**src/hdl/rar_pkg.sv**
```systemverilog
// rar_pkg: shared types and constants for rational_arith_reduce.
// No dependencies.
`timescale 1ns / 1ps
package rar_pkg;
  localparam int OPERAND_WIDTH_DEF = 16;
  localparam int NUM_W = 33;
  localparam int DEN_W = 31;
  localparam int REQ_W = 3;

  typedef enum logic [REQ_W-1:0] {
    REQ_NORM = 3'd0,
    REQ_ADD  = 3'd1,
    REQ_SUB  = 3'd2,
    REQ_MUL  = 3'd3,
    REQ_DIV  = 3'd4
  } req_t;
endpackage

```
**src/hdl/rar_gcd.sv**
```systemverilog
// rar_gcd: reduces a signed-magnitude fraction by its gcd (binary gcd, one step per cycle),
// then divides both parts by the gcd with restoring division. Uses rar_pkg.
`timescale 1ns / 1ps
module rar_gcd #(
  parameter int W = 64
) (
  input  logic         clk,
  input  logic         rst,
  input  logic         start,
  input  logic         neg_in,
  input  logic [W-1:0] n_in,
  input  logic [W-1:0] d_in,
  output logic         busy,
  output logic         done,
  output logic         neg_out,
  output logic [W-1:0] n_out,
  output logic [W-1:0] d_out
);
  import rar_pkg::*;

  localparam int CW = $clog2(W + 1);

  typedef enum logic [4:0] {
    S_IDLE = 5'b00001,
    S_GCD  = 5'b00010,
    S_DIVN = 5'b00100,
    S_DIVD = 5'b01000,
    S_DONE = 5'b10000
  } st_t;

  st_t st;
  logic [W-1:0] u, v, nreg, dreg, dvsr, quo, rem;
  logic [CW-1:0] sh, cnt;
  logic [W:0] trial;
  logic [W-1:0] dif;

  assign busy = (st != S_IDLE);
  assign done = (st == S_DONE);
  assign trial = {rem, quo[W-1]} - {1'b0, dvsr};
  assign dif = (u > v) ? u - v : v - u;

  // Run binary gcd, then two serial divides; a zero part goes straight to done
  always_ff @(posedge clk) begin
    if (rst) begin
      st <= S_IDLE;
    end else begin
      case (st)
        S_IDLE: begin
          if (start) begin
            nreg <= n_in;
            dreg <= d_in;
            if (n_in == '0) begin
              neg_out <= 1'b0; n_out <= W'(1'b0); d_out <= W'(1'b1); st <= S_DONE;
            end else if (d_in == '0) begin
              neg_out <= 1'b0; n_out <= W'(1'b1); d_out <= '0; st <= S_DONE;
            end else begin
              neg_out <= neg_in;
              u <= n_in; v <= d_in; sh <= '0; st <= S_GCD;
            end
          end
        end
        S_GCD: begin
          if (u == v) begin
            dvsr <= u << sh;
            quo <= nreg; rem <= '0; cnt <= '0; st <= S_DIVN;
          end else if (!u[0] && !v[0]) begin
            u <= u >> 1; v <= v >> 1; sh <= sh + 1'b1;
          end else if (!u[0]) begin
            u <= u >> 1;
          end else if (!v[0]) begin
            v <= v >> 1;
          end else if (u > v) begin
            u <= dif >> 1;
          end else begin
            v <= dif >> 1;
          end
        end
        S_DIVN, S_DIVD: begin
          if (cnt == CW'(W - 1)) begin
            // Last quotient bit: store the quotient and move on
            cnt <= '0;
            rem <= '0;
            if (st == S_DIVN) begin
              n_out <= {quo[W-2:0], !trial[W]};
              quo <= dreg; st <= S_DIVD;
            end else begin
              d_out <= {quo[W-2:0], !trial[W]};
              st <= S_DONE;
            end
          end else begin
            cnt <= cnt + 1'b1;
            if (!trial[W]) begin
              rem <= trial[W-1:0]; quo <= {quo[W-2:0], 1'b1};
            end else begin
              rem <= {rem[W-2:0], quo[W-1]}; quo <= {quo[W-2:0], 1'b0};
            end
          end
        end
        S_DONE: st <= S_IDLE;
        default: st <= S_IDLE;
      endcase
    end
  end
endmodule

```
**src/hdl/rar_front.sv**
```systemverilog
// rar_front: accepts requests, reduces both operands and forms the products for the request type.
// Uses rar_pkg and rar_gcd.
`timescale 1ns / 1ps
module rar_front #(
  parameter int OPERAND_WIDTH = rar_pkg::OPERAND_WIDTH_DEF
) (
  input  logic                       clk,
  input  logic                       rst,
  input  logic                       in_valid,
  output logic                       in_ready,
  input  logic [rar_pkg::REQ_W-1:0]  req_type,
  input  logic [OPERAND_WIDTH-1:0]   a_num,
  input  logic [OPERAND_WIDTH-1:0]   a_den,
  input  logic [OPERAND_WIDTH-1:0]   b_num,
  input  logic [OPERAND_WIDTH-1:0]   b_den,
  output logic                       q_valid,
  input  logic                       q_ready,
  output logic                       q_neg,
  output logic [2*OPERAND_WIDTH:0]   q_num,
  output logic [2*OPERAND_WIDTH-1:0] q_den
);
  import rar_pkg::*;

  localparam int OW = OPERAND_WIDTH;
  localparam int PW = 2 * OW;

  typedef enum logic [4:0] {
    F_IDLE = 5'b00001,
    F_RA   = 5'b00010,
    F_RB   = 5'b00100,
    F_MUL  = 5'b01000,
    F_OUT  = 5'b10000
  } fst_t;

  fst_t st;
  logic [REQ_W-1:0] op;
  logic [OW-1:0] rbn, rbd;
  logic an, bn;
  logic [OW-1:0] anm, adm, bnm, bdm;
  logic g_start, g_busy, g_done, g_neg;
  logic [OW-1:0] g_n, g_d, g_nin, g_din;
  logic g_negin;
  logic [OW-1:0] rn_mag, rd_mag;

  function automatic logic [OW-1:0] mag(input logic [OW-1:0] x);
    return x[OW-1] ? (~x + 1'b1) : x;
  endfunction

  assign in_ready = (st == F_IDLE);
  assign q_valid  = (st == F_OUT);

  rar_gcd #(.W(OW)) u_gcd (
    .clk(clk), .rst(rst), .start(g_start), .neg_in(g_negin), .n_in(g_nin), .d_in(g_din),
    .busy(g_busy), .done(g_done), .neg_out(g_neg), .n_out(g_n), .d_out(g_d)
  );

  assign rn_mag = mag(rbn);
  assign rd_mag = mag(rbd);
  assign g_nin = rn_mag;
  assign g_din = rd_mag;
  assign g_negin = rbn[OW-1] ^ rbd[OW-1];
  assign g_start = (st == F_RA || st == F_RB) && !g_busy && !g_done;

  // Sequence operand reductions, then the result products
  always_ff @(posedge clk) begin
    if (rst) begin
      st <= F_IDLE;
    end else begin
      case (st)
        F_IDLE: begin
          if (in_valid) begin
            op <= req_type; rbn <= a_num; rbd <= a_den; bnm <= b_num; bdm <= b_den;
            st <= F_RA;
          end
        end
        F_RA: begin
          if (g_done) begin
            an <= g_neg; anm <= g_n; adm <= g_d;
            rbn <= bnm; rbd <= bdm;
            st <= F_RB;
          end
        end
        F_RB: begin
          if (g_done) begin
            bn <= g_neg; bnm <= g_n; bdm <= g_d;
            st <= F_MUL;
          end
        end
        F_MUL: begin
          // products registered one per arm
          case (op)
            REQ_ADD, REQ_SUB: begin
              logic [PW-1:0] p1, p2;
              logic s2;
              p1 = PW'(anm) * PW'(bdm);
              p2 = PW'(bnm) * PW'(adm);
              s2 = (op == REQ_SUB) ? !bn : bn;
              q_den <= PW'(adm) * PW'(bdm);
              if (an == s2) begin
                q_neg <= an; q_num <= {1'b0, p1} + {1'b0, p2};
              end else if (p1 >= p2) begin
                q_neg <= an; q_num <= {1'b0, p1 - p2};
              end else begin
                q_neg <= s2; q_num <= {1'b0, p2 - p1};
              end
            end
            REQ_MUL: begin
              q_neg <= an ^ bn; q_num <= {1'b0, PW'(anm) * PW'(bnm)};
              q_den <= PW'(adm) * PW'(bdm);
            end
            REQ_DIV: begin
              q_neg <= an ^ bn; q_num <= {1'b0, PW'(anm) * PW'(bdm)};
              q_den <= PW'(adm) * PW'(bnm);
            end
            default: begin
              q_neg <= an; q_num <= (PW + 1)'(anm); q_den <= PW'(adm);
            end
          endcase
          st <= F_OUT;
        end
        F_OUT: if (q_ready) st <= F_IDLE;
        default: st <= F_IDLE;
      endcase
    end
  end
endmodule

```
**src/hdl/rar_back.sv**
```systemverilog
// rar_back: reduces the combined fraction and holds the result for transfer.
// Uses rar_pkg and rar_gcd.
`timescale 1ns / 1ps
module rar_back #(
  parameter int OPERAND_WIDTH = rar_pkg::OPERAND_WIDTH_DEF
) (
  input  logic                       clk,
  input  logic                       rst,
  input  logic                       q_valid,
  output logic                       q_ready,
  input  logic                       q_neg,
  input  logic [2*OPERAND_WIDTH:0]   q_num,
  input  logic [2*OPERAND_WIDTH-1:0] q_den,
  output logic                       o_valid,
  input  logic                       o_ready,
  output logic [rar_pkg::NUM_W-1:0]  o_num,
  output logic [rar_pkg::DEN_W-1:0]  o_den
);
  import rar_pkg::*;

  localparam int GW = 2 * OPERAND_WIDTH + 1;

  logic g_start, g_busy, g_done, g_neg;
  logic [GW-1:0] g_n, g_d, sn;
  logic [NUM_W-1:0] num_t;

  assign q_ready = !g_busy && !o_valid;
  assign g_start = q_valid && q_ready;

  rar_gcd #(.W(GW)) u_gcd (
    .clk(clk), .rst(rst), .start(g_start), .neg_in(q_neg), .n_in(q_num),
    .d_in({1'b0, q_den}), .busy(g_busy), .done(g_done), .neg_out(g_neg),
    .n_out(g_n), .d_out(g_d)
  );

  assign sn = g_neg ? (~g_n + 1'b1) : g_n;
  assign num_t = NUM_W'($signed(sn));

  // Hold the result until transferred
  always_ff @(posedge clk) begin
    if (rst) begin
      o_valid <= 1'b0;
    end else if (g_done) begin
      o_valid <= 1'b1;
      o_num <= num_t;
      o_den <= DEN_W'(g_d);
    end else if (o_ready) begin
      o_valid <= 1'b0;
    end
  end
endmodule

```
**src/hdl/rational_arith_reduce.sv**
```systemverilog
// rational_arith_reduce: top level of the fraction arithmetic unit.
// Uses rar_pkg, rar_front, rar_back.
//
//  channel | direction | tdata fields (low bit up)
//  s_axis  | in        | a_num, a_den, b_num, b_den ; tuser = req_type
//  m_axis  | out       | res_num[32:0], res_den[30:0]
//
// One gcd pass runs the binary gcd steps, then two serial restoring divides.
// The front runs two W-bit passes, the back one 2W+1-bit pass; zero parts skip
// their passes.
// Front and back overlap, joined by one-entry hand-off register.
// rst is synchronous; it clears all control state. A stalled m_axis holds its data.
`timescale 1ns / 1ps
module rational_arith_reduce #(
  parameter int OPERAND_WIDTH = rar_pkg::OPERAND_WIDTH_DEF
) (
  input  logic                     clk,
  input  logic                     rst,
  input  logic                     s_axis_tvalid,
  output logic                     s_axis_tready,
  input  logic [((4*OPERAND_WIDTH+7)/8)*8-1:0] s_axis_tdata,  // a_num, a_den, b_num, b_den
  input  logic [rar_pkg::REQ_W-1:0] s_axis_tuser,              // req_type
  output logic                     m_axis_tvalid,
  input  logic                     m_axis_tready,
  output logic [63:0]              m_axis_tdata                // res_num, res_den
);
  import rar_pkg::*;

  localparam int OW = OPERAND_WIDTH;

  logic q_valid, q_ready, q_neg;
  logic [2*OW:0] q_num;
  logic [2*OW-1:0] q_den;
  logic [NUM_W-1:0] o_num;
  logic [DEN_W-1:0] o_den;

  rar_front #(.OPERAND_WIDTH(OW)) u_front (
    .clk(clk), .rst(rst), .in_valid(s_axis_tvalid), .in_ready(s_axis_tready),
    .req_type(s_axis_tuser),
    .a_num(s_axis_tdata[OW-1:0]), .a_den(s_axis_tdata[2*OW-1:OW]),
    .b_num(s_axis_tdata[3*OW-1:2*OW]), .b_den(s_axis_tdata[4*OW-1:3*OW]),
    .q_valid(q_valid), .q_ready(q_ready), .q_neg(q_neg), .q_num(q_num), .q_den(q_den)
  );

  rar_back #(.OPERAND_WIDTH(OW)) u_back (
    .clk(clk), .rst(rst), .q_valid(q_valid), .q_ready(q_ready), .q_neg(q_neg),
    .q_num(q_num), .q_den(q_den), .o_valid(m_axis_tvalid), .o_ready(m_axis_tready),
    .o_num(o_num), .o_den(o_den)
  );

  assign m_axis_tdata = {o_den, o_num};
endmodule
```
**config.mk**
```make
export PLATFORM = sky130hd
export DESIGN_NAME = rational_arith_reduce
export DESIGN_NICKNAME = d
export VERILOG_FILES = /design/src/hdl/rar_pkg.sv /design/src/hdl/rar_gcd.sv /design/src/hdl/rar_front.sv /design/src/hdl/rar_back.sv /design/src/hdl/rational_arith_reduce.sv
export SDC_FILE = /design/constraint.sdc
export NUM_CORES = 2
export LEC_CHECK = 0
export BUFFER_PORTS_ARGS = -buffer_cell sky130_fd_sc_hd__buf_2
export CAP_MARGIN = 30
export CORE_ASPECT_RATIO = 1.25
export CORE_MARGIN = 4
export CORE_UTILIZATION = 60
export CTS_CLUSTER_DIAMETER = 80
export CTS_CLUSTER_SIZE = 10
export DETAILED_ROUTE_END_ITERATION = 8
export GPL_TIMING_DRIVEN = 0
export HOLD_SLACK_MARGIN = 0.03
export PLACE_DENSITY = 0.8
export SYNTH_ARGS = -nofsm -noshare
export SYNTH_HDL_FRONTEND = slang
export SYNTH_HIERARCHICAL = 1
export SYNTH_SLANG_ARGS = --single-unit
```
**constraint.sdc**
```tcl
create_clock -name clk -period 9 [get_ports clk]
set_input_delay 0.45 -clock clk [delete_from_list [all_inputs] [get_ports clk]]
set_output_delay 0.45 -clock clk [all_outputs]
set_load 0.05 [all_outputs]
```
Yosys cells after proc, flatten, opt, wreduce, memory -nomap -nowiden --
Cells that the tools add are included.
Operators by class: add/subtract/negate cells 16, multiply operators 4, $lt $le $gt $ge 3, equal/unequal tests 60, shift operators 2, muxes and demuxes 142, bitwise operators 6, reductions and logical operators 70
Operators by type and width (count):
- two-way mux 33 bit | 30
- two-way mux 16 bit | 43
- one-hot mux 33 bit (2 select lines) | 5
- one-hot mux 16 bit (2 select lines) | 10
- two-way mux 31 bit | 5
- multiplier 16 x 16 -> 32 bit | 4
- two-way mux 5 bit | 23
- one-hot mux 33 bit (3 select lines) | 1
- zero test 33 bit | 2
- subtractor 33 bit | 2
- one-hot mux 32 bit (2 select lines) | 1
- subtractor 32 bit | 2
- one-hot mux 31 bit (2 select lines) | 1
- two-way mux 6 bit | 7
- inequality test 2 bit (second input constant) | 18
- AND reduction 6 bit | 6
- subtractor 34 x 33 -> 34 bit | 1
- adder 32 x 32 -> 33 bit | 1
- adder 33 x 1 -> 33 bit (second input constant) | 1
- equality test 33 bit | 1
- greater-than comparator 33 bit | 1
- NOT 33 bit | 1
- AND reduction 3 bit | 11
- left shift 33 x 6 -> 33 bit | 1
- 44 further kinds | 125
Storage, ports and cells: register bits after elaboration 709, bits of input ports 71, output and inout port bits 66, logic and storage cells 349

Longest topological paths before layout --
depth after elaboration 8, gate-level depth with buffers 40

Modules after synthesis --
Netlist, hierarchy kept.
By module, submodules not included:
- rar_front | times used 1, cells an instance 5418, area each 47508.1 um^2
- rar_gcd (u_back.u_gcd) | times used 1, cells an instance 1991, area each 19992.9 um^2
- rar_gcd (u_front.u_gcd) | times used 1, cells an instance 967, area each 9793.1 um^2
- rar_back | times used 1, cells an instance 178, area each 2808.9 um^2

Worst setup path before layout --
No wires, ideal clock.
path type reg-to-reg, start register u_front.adm[7], end register u_front.q_num[11], data pin, setup time 0.266 ns, data arrival time 8.539 ns, required time 8.734 ns, slack 0.195 ns, cell stages (with the launch flop) 36, cell sequence edfxtp_1 > clkbuf_1 > nand2_1 > fa_1 > inv_1 > fa_1 > inv_1 > fa_1 > inv_1 > fa_1 > fa_1 > inv_1 > fa_1 > inv_1 > ha_1 > a21oi_1 > o21a_1 > o21ai_0 > a41oi_1 > o21ai_1 > a2111oi_2 > o31ai_1 > o41ai_1 > xnor2_1 > inv_1 > ha_1 > or2_2 > o221ai_1 > o41ai_4 > a21oi_2 > o21a_1 > buf_6 > mux2_2 > a311oi_2 > o21a_1 > o31ai_2
On the way: longest elaborated chain between the ends 5, elaborated cells on any way between the ends 8, those cells by class add/sub: 3; mul: 1; order compare: 1; mux: 3
Ends and longest elaborated chain:
- start: declaration | line rar_front.sv:39 | logic [OW-1:0] anm, adm, bnm, bdm;
- start signal: assignment | line rar_front.sv:78 | an <= g_neg; anm <= g_n; adm <= g_d;
- multiplier 16 x 16 -> 32 bit (*) | line rar_front.sv:96 | p2 = PW'(bnm) * PW'(adm);
- subtractor 32 bit (tied with other cells) | line rar_front.sv:104 | q_neg <= s2; q_num <= {1'b0, p2 - p1};
- two-way mux 32 bit | line rar_front.sv:101 | end else if (p1 >= p2) begin
- two-way mux 33 bit (*) | line rar_front.sv:99 | if (an == s2) begin
- one-hot mux 33 bit (3 select lines) (*) | line rar_front.sv:91 | case (op)
- end signal: assignment | line rar_front.sv:100 | q_neg <= an; q_num <= {1'b0, p1} + {1'b0, p2};
- end signal: assignment | line rar_front.sv:102 | q_neg <= an; q_num <= {1'b0, p1 - p2};
- end signal: assignment | line rar_front.sv:108 | q_neg <= an ^ bn; q_num <= {1'b0, PW'(anm) * PW'(bnm)};
- end: declaration | line rar_front.sv:19 | output logic [2*OPERAND_WIDTH:0] q_num,
Mark *: on every way between the ends. The rest lies on a longest branch, timed or not. A chain may end at the register's enable or synchronous reset.

Final worst setup path --
start register u_front.bnm[15], end register u_front.q_num[20], data pin
On the way: longest elaborated chain between the ends 5, elaborated cells on any way between the ends 9, those cells by class add/sub: 3; mul: 2; order compare: 1; mux: 3
Ends and longest elaborated chain:
- start: declaration | line rar_front.sv:39
- start signal: assignment | line rar_front.sv:72 | op <= req_type; rbn <= a_num; rbd <= a_den; bnm <= b_num; bdm <= b_den;
- start signal: assignment | line rar_front.sv:85 | bn <= g_neg; bnm <= g_n; bdm <= g_d;
- multiplier 16 x 16 -> 32 bit | line rar_front.sv:96
- subtractor 32 bit (tied with other cells) | line rar_front.sv:104
- two-way mux 32 bit | line rar_front.sv:101
- two-way mux 33 bit | line rar_front.sv:99
- one-hot mux 33 bit (3 select lines) (*) | line rar_front.sv:91
Marked as above.

==> results.sh <==
export IMPL_routedWlPerCell_um=28.1
export IMPL_fmax_mhz=104
export IMPL_via_count=69400
export IMPL_endpoint_kind="register"
export IMPL_grt_ovfl_total=0
export IMPL_syn_area_um2=80000
export IMPL_clkTransAtPathRegs_ps=60
export IMPL_violations="negative setup slack"
export IMPL_cts_max_level=3
export IMPL_drive_above_1_share_pct=13.1
export IMPL_worst_path_max_delay_cell="edfxtp_1"
export IMPL_use_met3_pct=10.4
export IMPL_fp_row_count=149
export IMPL_slew_viol_final=0
export IMPL_n_fill_cell=10000
export IMPL_worst_setup_path_type="reg2reg"
export IMPL_clockBufferDepth=3
export IMPL_drv_cap=0
export IMPL_antenna_left=0
export IMPL_tritoncts="built"
export IMPL_synthCells=8552
export IMPL_min_period_ps=9620
export IMPL_die_area_um2=139000
export IMPL_rsz0062_at_grt="yes"
export IMPL_crit_arrival_ps=10030
export IMPL_totalNegativeSetupSlack_ps=-15330
export IMPL_gr_usage_met2_pct=67.9
export IMPL_clock_latency_ps=740
export IMPL_cpMostUsedCell="fa_1"
export IMPL_yosysWarningCount=6
export IMPL_multiInputGateArea_um2=54100
export IMPL_grt_pass1_vias=69700
export IMPL_setup_violations=32
export IMPL_start_kind="register"
export IMPL_gp_congestion=1.04
export IMPL_grt_usage_pct=43.6
export IMPL_synth_avg_cell_area_um2=9.36
export IMPL_clockRootBuffer="clkbuf_16"
export IMPL_area_growth_pct=14.4
export IMPL_cts_sinks=710
export IMPL_hold_viol_final=0
export IMPL_cts_buffers=85
export IMPL_dieHeight_um=416
export IMPL_core_um2=132000
export IMPL_dr_pass1_iters=6
export IMPL_final_area_um2=91500
export IMPL_worst_hold_slack_ps=54.2
export IMPL_required_ps=9420
export IMPL_slowest_delay_ps=540
export IMPL_antenna_found_initial=16
export IMPL_drc=0
export IMPL_grt_busiest_layer="met2"
export IMPL_critPathMaxFanout=10
export IMPL_die_x_um=335
export IMPL_run_status="complete, but fails checks"
export IMPL_dp_hpwl_um=239000
export IMPL_drt_initial_drc_count=7651
export IMPL_grt_use_met1_pct=51.1
export IMPL_grt_max_degree=42
export IMPL_clock_skew_ps=39.2
export IMPL_reg2regPathDepth=36
export IMPL_slew_headroom_pct=24.4
export IMPL_place_area_um2=83800
export IMPL_min_period_over_period_pct=107
export IMPL_start_util_pct=60.6
export IMPL_io_pins=137
export IMPL_postRouteWirelength_um=307000
export IMPL_hold_path_class="in2reg"
export IMPL_portBuffers=136
export IMPL_setup_ws_ps=-619
export IMPL_grt_pass1_wl_um=448000
export IMPL_min_path_cells=2
export IMPL_vias_per_cell=6.37
export IMPL_tightest_slew_ps=1130
export IMPL_final_seq_area_um2=21200
export IMPL_fin_nets=10600
==> final cells by class <==
class	count	share of cell area (%)
clock buffers	107	2.41
clock inverters	16	0.291
diodes	9	0.0246
inverters	1265	5.20
well taps	1736	2.37
multi-input cells	6126	59.1
plain buffers	435	2.98
repair buffers	502	4.55
flip-flops and latches	710	23.1
==> state kept, by name (all words and copies together) (netlist names), 31 cells and up <==
signal              count
u_back/u_gcd/dreg      33
u_front/q_den          32
u_back/u_gcd/nreg      33
u_back/u_gcd/d_out     31
u_back/u_gcd/quo       33
u_back/o_num           33
u_back/u_gcd/rem       33
u_back/u_gcd/dvsr      33
u_back/u_gcd/v         33
u_front/q_num          33
u_back/u_gcd/n_out     33
u_back/u_gcd/u         33
u_back/o_den           31
==> worst max-delay path, delay by kind of cell, from the launching register on <==
family,cells,cell delay (ps)
XOR/XNOR,2,580
buffers and inverters,10,1560
AND/OR/NAND/NOR,4,880
AO/OA/AOI/OAI,12,2200
flip-flops,1,540
adder cells (fa/ha/maj),8,3570
==> what timing repair did <==
action / 4_1_cts / 5_1_grt
endpoints found under the hold margin: 25 / 0
endpoints found under the setup margin: 33 / 33
pin swaps: 108 / 90
hold buffers: 25 / 0
setup buffers: 215 / 72
resized for setup: 579 / 213
gates cloned: 2 / 0
==> metrics by stage <==
| step | std cells | setup WS (ps) | utilization, % |
|---|---|---|---|
| detailed placement | 10500 | -3080 | 63.4 |
| global placement | 10400 | -3710 | 62.7 |
| floorplan | 8554 | 195 | - |
| global route | 10900 | -692 | 69.2 |
| CTS | 10800 | -361 | 68.4 |
| finish | 10900 | -619 | 69.3 |
==> metal layers <==
metal  part of all wire (%)  vias up
met5                  0.028        -
met2                     44     4354
met1                     34    34000
met3                     10     1346
met4                     11       12
li1                       -    29800
==> placed cells by master (no fill, tap or decap), drive strengths merged, types with 49 or more instances in the layout <==
cell / count
clkbuf: 416
fa: 785
nand2: 891
and2: 652
nand3: 124
xnor2: 208
nor4: 55
o31ai: 49
nor2: 441
a31oi: 50
buf: 603
nand2b: 70
a211oi: 72
nor3: 105
a21o: 121
nor2b: 51
o21ai: 338
inv: 1267
mux2i: 106
nand4: 57
a221oi: 61
o21a: 66
a21oi: 440
xor2: 110
ha: 668
edfxtp: 694
==> worst paths after layout <==
check	to	slack, ps	start
max reg2reg	u_front/q_num[20]	-620	u_front/bnm[15]
min reg2reg	u_back/o_den[24]	420	u_back/u_gcd/d_out[24]
min	u_front/bdm[14]	50	s_axis_tdata[62]
max	u_front/q_num[20]	-620	u_front/bnm[15]
Power is left out: the tool's default activity adds up to more than one toggle a clock period on the data nets, which glitch-free logic cannot reach.
